File: src/design/stlbc_pkg.sv
`timescale 1ns / 1ps
// ----------------------------------------------------------------------------
// stlbc_pkg
// Shared types and constants of the static tree lookup with block counting.
// ----------------------------------------------------------------------------
package stlbc_pkg;

  // default sizing of the top level
  localparam int NODE_CAPACITY_DEF = 1024;
  localparam int MAX_DEPTH_DEF     = 16;
  localparam int NODE_BYTES_DEF    = 12;

  // fixed field widths
  localparam int KEY_W     = 32;
  localparam int BSIZE_W   = 13;
  localparam int BLOCKS_W  = 5;
  localparam int STATUS_W  = 2;
  localparam int CFG_IDX_W = 2;

  localparam logic [BSIZE_W-1:0]  BLOCK_SIZE_RESET = BSIZE_W'(64);
  localparam logic [BLOCKS_W-1:0] BLOCKS_MAX       = BLOCKS_W'(31);

  // configuration register indexes
  localparam logic [CFG_IDX_W-1:0] REG_NODE_COUNT = CFG_IDX_W'(0);
  localparam logic [CFG_IDX_W-1:0] REG_BLOCK_SIZE = CFG_IDX_W'(1);

  // opcodes
  localparam logic OP_WRITE  = 1'b0;
  localparam logic OP_LOOKUP = 1'b1;

  // result status codes
  localparam logic [STATUS_W-1:0] STATUS_DONE    = STATUS_W'(0);
  localparam logic [STATUS_W-1:0] STATUS_WRITTEN = STATUS_W'(1);
  localparam logic [STATUS_W-1:0] STATUS_DEPTH   = STATUS_W'(2);

  // walk sequencer states
  typedef enum logic [2:0] {
    ST_IDLE,
    ST_READ,
    ST_DIV,
    ST_CHECK,
    ST_NOTE
  } walk_state_t;

endpackage

File: src/design/stlbc_div.sv
`timescale 1ns / 1ps
// ----------------------------------------------------------------------------
// stlbc_div
// Restoring divider, one quotient bit per cycle, done pulse at the end.
// ----------------------------------------------------------------------------
module stlbc_div #(
  parameter int DIVIDEND_W = 14,
  parameter int DIVISOR_W  = stlbc_pkg::BSIZE_W
) (
  input  logic                  clk,
  input  logic                  rst_n,
  input  logic                  start,
  input  logic [DIVIDEND_W-1:0] dividend,
  input  logic [DIVISOR_W-1:0]  divisor,
  output logic                  done,
  output logic [DIVIDEND_W-1:0] quotient
);

  localparam int CNT_W = $clog2(DIVIDEND_W + 1);

  logic [DIVIDEND_W-1:0] quo_r, quo_nxt;
  logic [DIVISOR_W-1:0]  rem_r, rem_nxt;
  logic [CNT_W-1:0]      cnt_r, cnt_nxt;
  logic                  run_r, run_nxt;
  logic                  done_r, done_nxt;
  logic [DIVISOR_W:0]    trial;
  logic [DIVISOR_W:0]    diff;
  logic                  ge;

  always_comb begin
    trial = {rem_r, quo_r[DIVIDEND_W-1]};
    diff  = trial - {1'b0, divisor};
    ge    = (trial >= {1'b0, divisor});

    quo_nxt  = quo_r;
    rem_nxt  = rem_r;
    cnt_nxt  = cnt_r;
    run_nxt  = run_r;
    done_nxt = 1'b0;

    if (start) begin
      quo_nxt = dividend;
      rem_nxt = '0;
      cnt_nxt = CNT_W'(DIVIDEND_W);
      run_nxt = 1'b1;
    end else if (run_r) begin
      quo_nxt = {quo_r[DIVIDEND_W-2:0], ge};
      rem_nxt = ge ? diff[DIVISOR_W-1:0] : trial[DIVISOR_W-1:0];
      cnt_nxt = cnt_r - CNT_W'(1);
      if (cnt_r == CNT_W'(1)) begin
        run_nxt  = 1'b0;
        done_nxt = 1'b1;
      end
    end
  end

  always_ff @(posedge clk) begin
    if (!rst_n) begin
      run_r  <= 1'b0;
      done_r <= 1'b0;
      cnt_r  <= '0;
    end else begin
      run_r  <= run_nxt;
      done_r <= done_nxt;
      cnt_r  <= cnt_nxt;
    end
  end

  always_ff @(posedge clk) begin
    quo_r <= quo_nxt;
    rem_r <= rem_nxt;
  end

  assign done     = done_r;
  assign quotient = quo_r;

endmodule

File: config.mk
export PLATFORM = sky130hd
export DESIGN_NAME = stlbc_div
export DESIGN_NICKNAME = d
export VERILOG_FILES = /design/src/design/stlbc_pkg.sv /design/src/design/stlbc_div.sv
export SDC_FILE = /design/constraint.sdc
export NUM_CORES = 1
export LEC_CHECK = 0
export BUFFER_PORTS_ARGS = -buffer_cell sky130_fd_sc_hd__buf_2
export CAP_MARGIN = 20
export CORE_ASPECT_RATIO = 0.8
export CORE_MARGIN = 10
export CORE_UTILIZATION = 42
export CTS_BUF_LIST = sky130_fd_sc_hd__clkbuf_4 sky130_fd_sc_hd__clkbuf_8
export CTS_CLUSTER_SIZE = 24
export DETAILED_ROUTE_END_ITERATION = 10
export PLACE_DENSITY_LB_ADDON = 0.1
export SLEW_MARGIN = 20
export SYNTH_ARGS = -nofsm -noshare
export SYNTH_HDL_FRONTEND = slang
export SYNTH_SLANG_ARGS = --single-unit
File: constraint.sdc
create_clock -name clk -period 2.95 [get_ports clk]
set_input_delay 0.295 -clock clk [delete_from_list [all_inputs] [get_ports clk]]
set_output_delay 0.295 -clock clk [all_outputs]
set_load 0.01 [all_outputs]
==> metrics.cfg, run 1 <==
[yosys]
ys.flop_type = dfxtp_1
synth_top_area_frac = 0.191
ys_types = 56
syn_nets = 274
ys_async_sr_fraction = 0
synth_seq_area_share = 0.364
yosys_warnings = 0
avgSynthCellArea_sq_um = 9.64
synth-seq-cells = 33
synth_edf_count = 14
yosysTopAreaCell = edfxtp_1
synth_common_cells = dfxtp_1, inv_1, nand2_1
synthTopCellsByArea = edfxtp_1, dfxtp_1, ha_1
synth_area_sq_um = 2200
synthCells = 228

[critical_path]
crit_family = compound AO/OA/AOI/OAI gates
critPathKind = reg -> reg
start_kind = register
crit_path_max_incr_delay_ns = 0.48
end_kind = register
cp_slowest_cell = nor2_2
crit_fanout = 13
worstPathRequired_ns = 3.16
worstPathArrival_ns = 2.63
crit_buf_inv = 1
crit_chain = inv_1 > ha_1 > fa_1 > nor2b_1 > o22ai_2 > a31oi_4 > nor2_2 > mux2_4 > a211oi_2

[floorplanning]
die_h_um = 84.7
fp-row-count = 23
fp.dieW_um = 101
die_area_sq_um = 8540
start_util = 0.436
ioPinCount = 45
core_sq_um = 5040

[final_layout]
fill_cells = 488
antenna_cells = 0
finish.utilization = 0.508
syn_to_final_growth_pct = 16.5
design_area_sq_um = 2560
fin_nets = 315
drive_above_1_share = 0.296

[global_routing]
grtUsageMet2 = 0.172
antenna_found_initial = 0
grt_util_met1 = 0.178
grt_pass1_vias = 1760
grt_start_max_net_pins = 34
grt.busiest_layer = met1
grt_use_met3 = 0.0360
grt_overflow = 0
grt_pass1_wl_um = 8670
grt_usage = 0.123

[clocking]
post-cts-setup-buffers = 0
clock_latency_ns = 0.29
cts_tree = built
clock_sinks = 33
cts-resized-gates = 0
cts_hold_repair.buffers = 0
cts_buffers = 5
cts_buffer_depth = 2
htree_levels = 2
path_clk_slew_ns = 0.07
cts_root_buffer = clkbuf_8

[worst_hold_path]
hold_path_class = in -> reg

[timing]
timing.final.hold_violations = 0
finalSetupViolCount = 0
slew_violations = 0
period_needed_ns = 2.42
rsz0062_at_grt = no
skew_ns = 0.00700
fin_crit_sh = 0.821
fin_ws_ns = 0.529
tns_ns = 0
max_freq_mhz = 413
slew_headroom = 0.627
tightestPinTransition_ns = 0.559

[place]
dpl.hpwl_um = 3870
dp_slack_ns = 0.552
routabilityCongestion = 0.856
place_area_sq_um = 2450
port_buffers = 44

[power]
ir_drop_v = 0.000301
p_leak_nw = 1.14
p_per_area_nw_per_um2 = 502

[outcome]
outcome = finished clean

[detailed_routing]
routed_wl_um = 5100
wl_per_cell_um = 15.4
first_pass_iters = 4
drtAntennaViolNets = 0
drc = 0
viasPerCell = 5.24
drt-initial-drc-count = 65
vias = 1740

[flow_run]
cap_violations = 0

-- layout by cell type, fill, tap and decap left out, types with 2 or more instances in the layout --
cell type | netlist | routed
and3_1 | 2 | 2
nand2_1 | 18 | 18
nor3b_1 | 4 | 4
buf_2 | 2 | 44
xnor2_1 | 6 | 6
mux2_2 | 14 | 14
dfxtp_1 | 19 | 19
a31oi_1 | 2 | 2
a311oi_1 | 5 | 5
o21ai_1 | 2 | 2
clkbuf_8 | 0 | 5
o21ai_0 | 4 | 4
o21a_1 | 4 | 4
nor2_1 | 13 | 13
or2_1 | 2 | 2
edfxtp_1 | 14 | 14
ha_1 | 15 | 15
nand2_2 | 3 | 3
a41oi_1 | 4 | 4
nand4_1 | 2 | 2
buf_4 | 1 | 2
a21o_1 | 6 | 6
a21boi_0 | 3 | 3
nor2b_1 | 4 | 4
xor2_1 | 6 | 6
nand2b_1 | 2 | 2
o31ai_1 | 4 | 4
a21oi_1 | 10 | 10
a211oi_1 | 2 | 2
inv_1 | 19 | 19
nand3_1 | 4 | 4
-- state kept, by name (all words and copies together) (netlist names) --
| name | count |
|---|---|
| quotient | 14 |
| rem_r | 13 |
| done | 1 |
| run_r | 1 |
| cnt_r | 4 |
-- worst paths after layout --
| check | slack [ns] | end | start | cells past startpoint |
|---|---|---|---|---|
| setup / recovery | 0.53 | rem_r[0] | quotient[13] | 9 |
| hold / removal | 0.30 | quotient[7] | dividend[7] | 2 |
| setup reg to reg | 0.53 | rem_r[0] | quotient[13] | 9 |
| hold reg to reg | 0.52 | rem_r[8] | rem_r[8] | 2 |
-- worst register-to-register path, cell delays in order, from the launching register on --
cell and delay, ns:
edfxtp_1 0.38, inv_1 0.09, ha_1 0.18, fa_1 0.22, nor2b_1 0.08, o22ai_2 0.23
a31oi_4 0.14, nor2_2 0.48, mux2_4 0.36, a211oi_2 0.20
-- layout make-up --
cell class / count / area [sq um] / share of cell area
clock buffers: 6 / 76.3 / 0.0298
clock inverters: 2 / 35.0 / 0.0137
inverters: 19 / 71.3 / 0.0279
multi-input cells: 164 / 1260 / 0.493
flip-flops and latches: 33 / 801 / 0.313
well taps: 62 / 77.6 / 0.0303
repair buffers: 46 / 235 / 0.0919
-- routing by layer --
metal	up-vias	wire, um
met5	-	0
met4	0	38
met3	5	206
met2	32	2180
met1	789	2670
li1	914	-
-- report_power, final --
| group | internal (W) | switching, W | leakage, nW | total [W] |
|---|---|---|---|---|
| Combinational | 0.000138 | 0.000172 | 0.788 | 0.000310 |
| Sequential | 0.000520 | 0.0000261 | 0.298 | 0.000546 |
| Clock | 0.000260 | 0.000170 | 0.0586 | 0.000429 |
| Total | 0.000918 | 0.000368 | 1.14 | 0.00129 |
-- metrics by stage --
stage / std cells / hold WS [ns] / power [W]
floorplan: 228 / 0.423 / 0.000780
global placement: 324 / 0.508 / 0.000868
detailed placement: 324 / 0.509 / 0.000866
CTS: 332 / 0.293 / 0.00130
global route: 332 / 0.294 / 0.00136
finish: 332 / 0.305 / 0.00129
-- logic make-up after synthesis --
family / count (synthesis) / synth area share
AOI/OAI and AO/OA: 59 / 0.209
muxes: 15 / 0.0786
adders and majority gates: 16 / 0.0945
buffers and inverters: 31 / 0.0609
and+or+nand+nor: 62 / 0.145
DFF: 33 / 0.364
xor gates and xnor gates: 12 / 0.0478
Note: power is estimated with default switching activity, not from simulation.
==> run 2, diff against run 1 <==
==> constraint.sdc (replaced) <==
create_clock -name clk -period 2.1 [get_ports clk]
set_input_delay 0.21 -clock clk [delete_from_list [all_inputs] [get_ports clk]]
set_output_delay 0.21 -clock clk [all_outputs]
set_load 0.01 [all_outputs]
==> metrics.cfg, run 2 (synthesis results as in run 1) <==
[timing]
slew_violations = 0  ; unchanged
fin_ws_ns = -0.0577  ; -0.587 ns
finalSetupViolCount = 8  ; +8
max_freq_mhz = 463  ; +12%
timing.final.hold_violations = 0  ; unchanged
tightestPinTransition_ns = 0.515  ; -0.0438 ns
period_needed_ns = 2.16  ; -0.263 ns
rsz0062_at_grt = yes
fin_crit_sh = 1.03  ; +0.207
skew_ns = 0.00644  ; -0.000561 ns
fin_hold_ws_ns = 0.221  ; -0.0840 ns
slew_headroom = 0.656  ; +0.0292
tns_ns = -0.205  ; -0.205 ns

[power]
p_int_w = 0.00128  ; +39%
seqPwrFrac = 0.415  ; -0.010
sw_frac_of_total = 0.306  ; +0.0200
power_frac_comb = 0.328  ; +0.087
p_per_area_nw_per_um2 = 605  ; +20%
switching_power_w = 0.000565  ; +54%
p_leak_nw = 1.39  ; +21%
ir_drop_v = 0.000353  ; +17%
power.share.clock = 0.257  ; -0.077

[critical_path]
start_kind = register
crit_fanout = 2  ; -11
worstPathArrival_ns = 2.29  ; -0.34 ns
crit_path_max_incr_delay_ns = 0.37  ; -0.11 ns
critPathKind = reg -> reg
cp_slowest_cell = edfxtp_1
worstPathRequired_ns = 2.23  ; -0.93 ns
end_kind = register
crit_chain = inv_2 > ha_4 > fa_2 > nor2b_4 > o21a_1 > buf_4 > o21bai_1 > and3_1 > o21ai_1 > a311oi_2
crit_buf_inv = 2  ; +1
crit_family = compound AO/OA/AOI/OAI gates

[detailed_routing]
routed_wl_um = 5670  ; +11%
first_pass_iters = 4  ; unchanged
drt-initial-drc-count = 56  ; -14%
vias = 1899  ; +9.1%
viasPerCell = 5.06  ; -3.4%
wl_per_cell_um = 15.1  ; -1.6%
drc = 0  ; unchanged
drtAntennaViolNets = 0  ; unchanged

[worst_hold_path]
hold_path_class = in -> reg

[final_layout]
mostFrequentLayoutCell = buf_2
syn_to_final_growth_pct = 38.7
register_area_sq_um = 801  ; unchanged
multi_input_area_sq_um = 1420  ; +13%
drive_above_1_share = 0.457  ; +0.161
layout_common_cells = buf_2, buf_4, dfxtp_1
largest_register_ffs = 14  ; unchanged
finish.utilization = 0.605  ; +0.0971
fill_cells = 451  ; -7.6%
fin_nets = 358  ; +14%
antenna_cells = 0  ; unchanged

[floorplanning]
ioPinCount = 45  ; unchanged
start_util = 0.436  ; unchanged
core_sq_um = 5040  ; unchanged
fp-row-count = 23  ; unchanged
fp.dieW_um = 101  ; unchanged
die_h_um = 84.7  ; unchanged
die_area_sq_um = 8540  ; unchanged

[global_routing]
grt_overflow = 0  ; unchanged
grt_pass1_wl_um = 9630  ; +11%
grtUsageMet2 = 0.210  ; +0.0383
antenna_found_initial = 0  ; unchanged
grt_util_met1 = 0.182  ; +0.00429
grt_usage = 0.138  ; +0.0149
grt_use_met3 = 0.0385  ; +0.00246
grt_start_max_net_pins = 35  ; +2.9%
grt.busiest_layer = met2
grt_pass1_vias = 1960  ; +11%

[clocking]
cts_tree = built
path_clk_slew_ns = 0.06  ; about the same
cts_hold_repair.buffers = 0  ; unchanged
clock_latency_ns = 0.28  ; about the same
cts_buffer_depth = 2  ; unchanged
htree_levels = 2  ; unchanged
cts_buffers = 5  ; unchanged
clock_sinks = 33  ; unchanged
cts_root_buffer = clkbuf_8

[outcome]
violations = setup timing
outcome = finished, violations left

[place]
routabilityCongestion = 0.825  ; -3.6%
dpl.hpwl_um = 4270  ; +10%
dp_slack_ns = -0.228  ; -0.780 ns
port_buffers = 44  ; unchanged

[flow_run]
cap_violations = 0  ; unchanged

-- run 2: cell types whose count changed in the layout (fill, tap and decap cells not counted), sizes merged --
cell    delta
buf       +43
bufinv     -1
clkinv     +1
-- run 2: cell type report --
type	count	share of cell area
sequential	33	0.263
clock inverter	2	0.00328
multi-input combinational	164	0.466
tap	62	0.0255
clock buffer	6	0.0250
inverter	19	0.0234
timing repair buffer	89	0.194
-- run 2: path summary, 6_finish.rpt --
kind         cells past startpoint  slack, ns        to         start
max                             10      -0.06  rem_r[8]  quotient[13]
min                              3       0.22      done         rst_n
max reg2reg                     10      -0.06  rem_r[8]  quotient[13]
min reg2reg                      2       0.55  rem_r[1]      rem_r[0]
-- run 2: repair_timing --
item,in CTS,in global routing
resized for setup,15,14
buffers inserted,8,3
endpoints found under the setup margin,13,14
pin swaps,10,14
-- run 2: per-stage QoR --
stage          cell area [sq um]  power (W)  cells
6_report                    3050    0.00184    375
3_5_place_dp                2710    0.00131    357
4_1_cts                     2960    0.00184    373
3_3_place_gp                2710    0.00131    357
2_1_floorplan               2210    0.00110    228
5_1_grt                     3050    0.00196    375
-- run 2: tightest hold or removal path, cell delays in order --
cell,delay [ns]
buf_2,0.13
nand3_1,0.08
nor2_1,0.04
-- run 2: power groups by stage --
stage / clock [W] / combinational [W] / sequential (W)
5_1_grt: 0.000517 / 0.000666 / 0.000774
6_report: 0.000475 / 0.000605 / 0.000765
3_3_place_gp: 0 / 0.000530 / 0.000777
4_1_cts: 0.000491 / 0.000585 / 0.000765
2_1_floorplan: 0 / 0.000313 / 0.000786
3_5_place_dp: 0 / 0.000528 / 0.000779
-- run 2: layer usage --
metal  share of wire  vias to the layer above
met1            0.48                      860
met5               0                        -
met2            0.46                       39
met3           0.049                        6
li1                -                      994
met4           0.012                        0
==> run 3, diff against run 2 <==
--- a/config.mk
+++ b/config.mk
@@ -7,12 +7,12 @@
 export LEC_CHECK = 0
 export BUFFER_PORTS_ARGS = -buffer_cell sky130_fd_sc_hd__buf_2
 export CAP_MARGIN = 20
-export CORE_ASPECT_RATIO = 0.8
 export CORE_MARGIN = 10
 export CORE_UTILIZATION = 42
 export CTS_BUF_LIST = sky130_fd_sc_hd__clkbuf_4 sky130_fd_sc_hd__clkbuf_8
 export CTS_CLUSTER_SIZE = 24
 export DETAILED_ROUTE_END_ITERATION = 10
+export HOLD_SLACK_MARGIN = 0.05
 export PLACE_DENSITY_LB_ADDON = 0.1
 export SLEW_MARGIN = 20
 export SYNTH_ARGS = -nofsm -noshare
==> constraint.sdc (replaced) <==
create_clock -name clk -period 2.1 [get_ports clk]
set_input_delay 0.105 -clock clk [delete_from_list [all_inputs] [get_ports clk]]
set_output_delay 0.105 -clock clk [all_outputs]
set_load 0.01 [all_outputs]
==> metrics.cfg, run 3 (synthesis results as in run 1) <==
[critical_path]
worstPathArrival_ns = 2.28  ; about the same
end_kind = register
start_kind = register
critPathKind = reg -> reg
crit_fanout = 2  ; unchanged
worstPathRequired_ns = 2.26  ; +0.03 ns
ff2ff_setup_slack_ns = -0.02  ; +0.04 ns

[clocking]
clock_latency_ns = 0.28  ; about the same
path_clk_slew_ns = 0.07  ; about the same
cts_buffer_depth = 2  ; unchanged
htree_levels = 2  ; unchanged
clock_sinks = 33  ; unchanged
cts_root_buffer = clkbuf_8
cts_tree = built
cts_buffers = 5  ; unchanged

[floorplanning]
ioPinCount = 45  ; unchanged
die_area_sq_um = 8520  ; -0.21%
die_h_um = 92.3  ; +9.0%
start_util = 0.433  ; -0.00333
core_sq_um = 5070  ; +0.77%
fp-row-count = 26  ; +13%
fp.dieW_um = 92.3  ; -8.5%

[final_layout]
multi_input_area_sq_um = 1440  ; +1.6%
syn_to_final_growth_pct = 39.1
fin_nets = 354  ; -1.1%
mostFrequentLayoutCell = buf_2
antenna_cells = 0  ; unchanged
register_area_sq_um = 802  ; +0.16%
fill_cells = 475  ; +5.3%
drive_above_1_share = 0.463  ; +0.00591
largest_register_ffs = 14  ; unchanged
layout_common_cells = buf_2, buf_4, inv_1, nand2_1, dfxtp_1
design_area_sq_um = 3060  ; +0.25%

[detailed_routing]
viasPerCell = 5.01  ; -1.2%
drtAntennaViolNets = 0  ; unchanged
first_pass_iters = 4  ; unchanged
drt-initial-drc-count = 60  ; +7.1%
routed_wl_um = 5600  ; -1.2%
wl_per_cell_um = 14.8  ; -2.3%
vias = 1897  ; -0.11%
drc = 0  ; unchanged

[timing]
finalSetupViolCount = 1  ; -7
timing.final.hold_violations = 0  ; unchanged
max_freq_mhz = 472  ; +1.9%
fin_crit_sh = 1.01  ; -0.0188
fin_ws_ns = -0.0183  ; +0.0394 ns
skew_ns = 0.00990  ; +0.00347 ns
fin_hold_ws_ns = 0.124  ; -0.0969 ns
rsz0062_at_grt = yes
tightestPinTransition_ns = 0.473  ; -0.0427 ns
period_needed_ns = 2.12  ; -0.0394 ns
slew_violations = 0  ; unchanged
slew_headroom = 0.685  ; +0.0285

[global_routing]
grt_pass1_vias = 1868  ; -4.7%
grt_overflow = 0  ; unchanged
antenna_found_initial = 0  ; unchanged
grt_start_max_net_pins = 37  ; +5.7%
grt_usage = 0.122  ; -0.0158
grt_pass1_wl_um = 8690  ; -9.8%

[worst_hold_path]
hold_path_class = in -> reg

[place]
port_buffers = 44  ; unchanged
place_area_sq_um = 2740  ; +1.1%
routabilityCongestion = 0.841  ; +1.9%
dp_slack_ns = -0.133  ; +0.0956 ns
dpl.hpwl_um = 4210  ; -1.5%

[outcome]
violations = setup timing
outcome = finished, violations left

[power]
p_leak_nw = 1.35  ; -2.6%
ir_drop_v = 0.000423  ; +20%
p_per_area_nw_per_um2 = 642  ; +6.0%

[flow_run]
cap_violations = 0  ; unchanged

-- run 3: timing repair --
item / 4_1_cts / 5_1_grt
resized for setup: 9 / 18
endpoints found under the setup margin: 10 / 14
hold buffers: 0 / 0
setup buffers: 2 / 3
pin swaps: 6 / 7
-- run 3: power by group --
| group | leakage, nW | switching, W | total (W) | internal [W] |
|---|---|---|---|---|
| sequential | 0.298 | 0.0000356 | 0.000766 | 0.000731 |
| combinational | 1.00 | 0.000294 | 0.000601 | 0.000306 |
| clock | 0.0563 | 0.000230 | 0.000593 | 0.000363 |
| total | 1.35 | 0.000560 | 0.00196 | 0.00140 |
-- run 3: path summary, 6_finish.rpt --
kind,start,end,cells after the start
min,rst_n,done,3
max reg2reg,quotient[13],rem_r[10],10
max,quotient[13],rem_r[10],10
min reg2reg,rem_r[5],rem_r[6],2
-- run 3: per-layer routing --
metal  global-route usage  share of wire  up-vias
met4               0.0296         0.0091        0
met2                0.212           0.49       33
li1                     -              -      990
met1                0.145           0.46      870
met3               0.0347          0.041        4
met5                    0              0        -
-- run 3: layout make-up --
class                   instances  area share
clock buffers                   6      0.0250
clock inverters                 2      0.0111
inverters                      19      0.0233
multi-input cells             164       0.473
flip-flops and latches         33       0.262
well taps                      70      0.0287
repair buffers                 85       0.177
-- run 3: stage by stage --
stage,TNS [ns],util,std cells,power [W]
after global placement,-0.222,0.539,366,0.00131
final,-0.0183,0.602,379,0.00196
after detailed placement,-0.280,0.539,366,0.00131
after CTS,-0.0194,0.575,376,0.00193
after global routing,-0.595,0.602,379,0.00206
after floorplan,-0.0481,-,228,0.00110
-- run 3: critical path, cell delays in order, from the launching register on --
cell and delay [ns]:
edfxtp_1 0.40, inv_2 0.10, ha_4 0.14, fa_2 0.22, nor2b_4 0.05, o21a_1 0.20, buf_4 0.14, o311a_1 0.30
nor2_2 0.12, xnor2_1 0.09, a41o_1 0.23
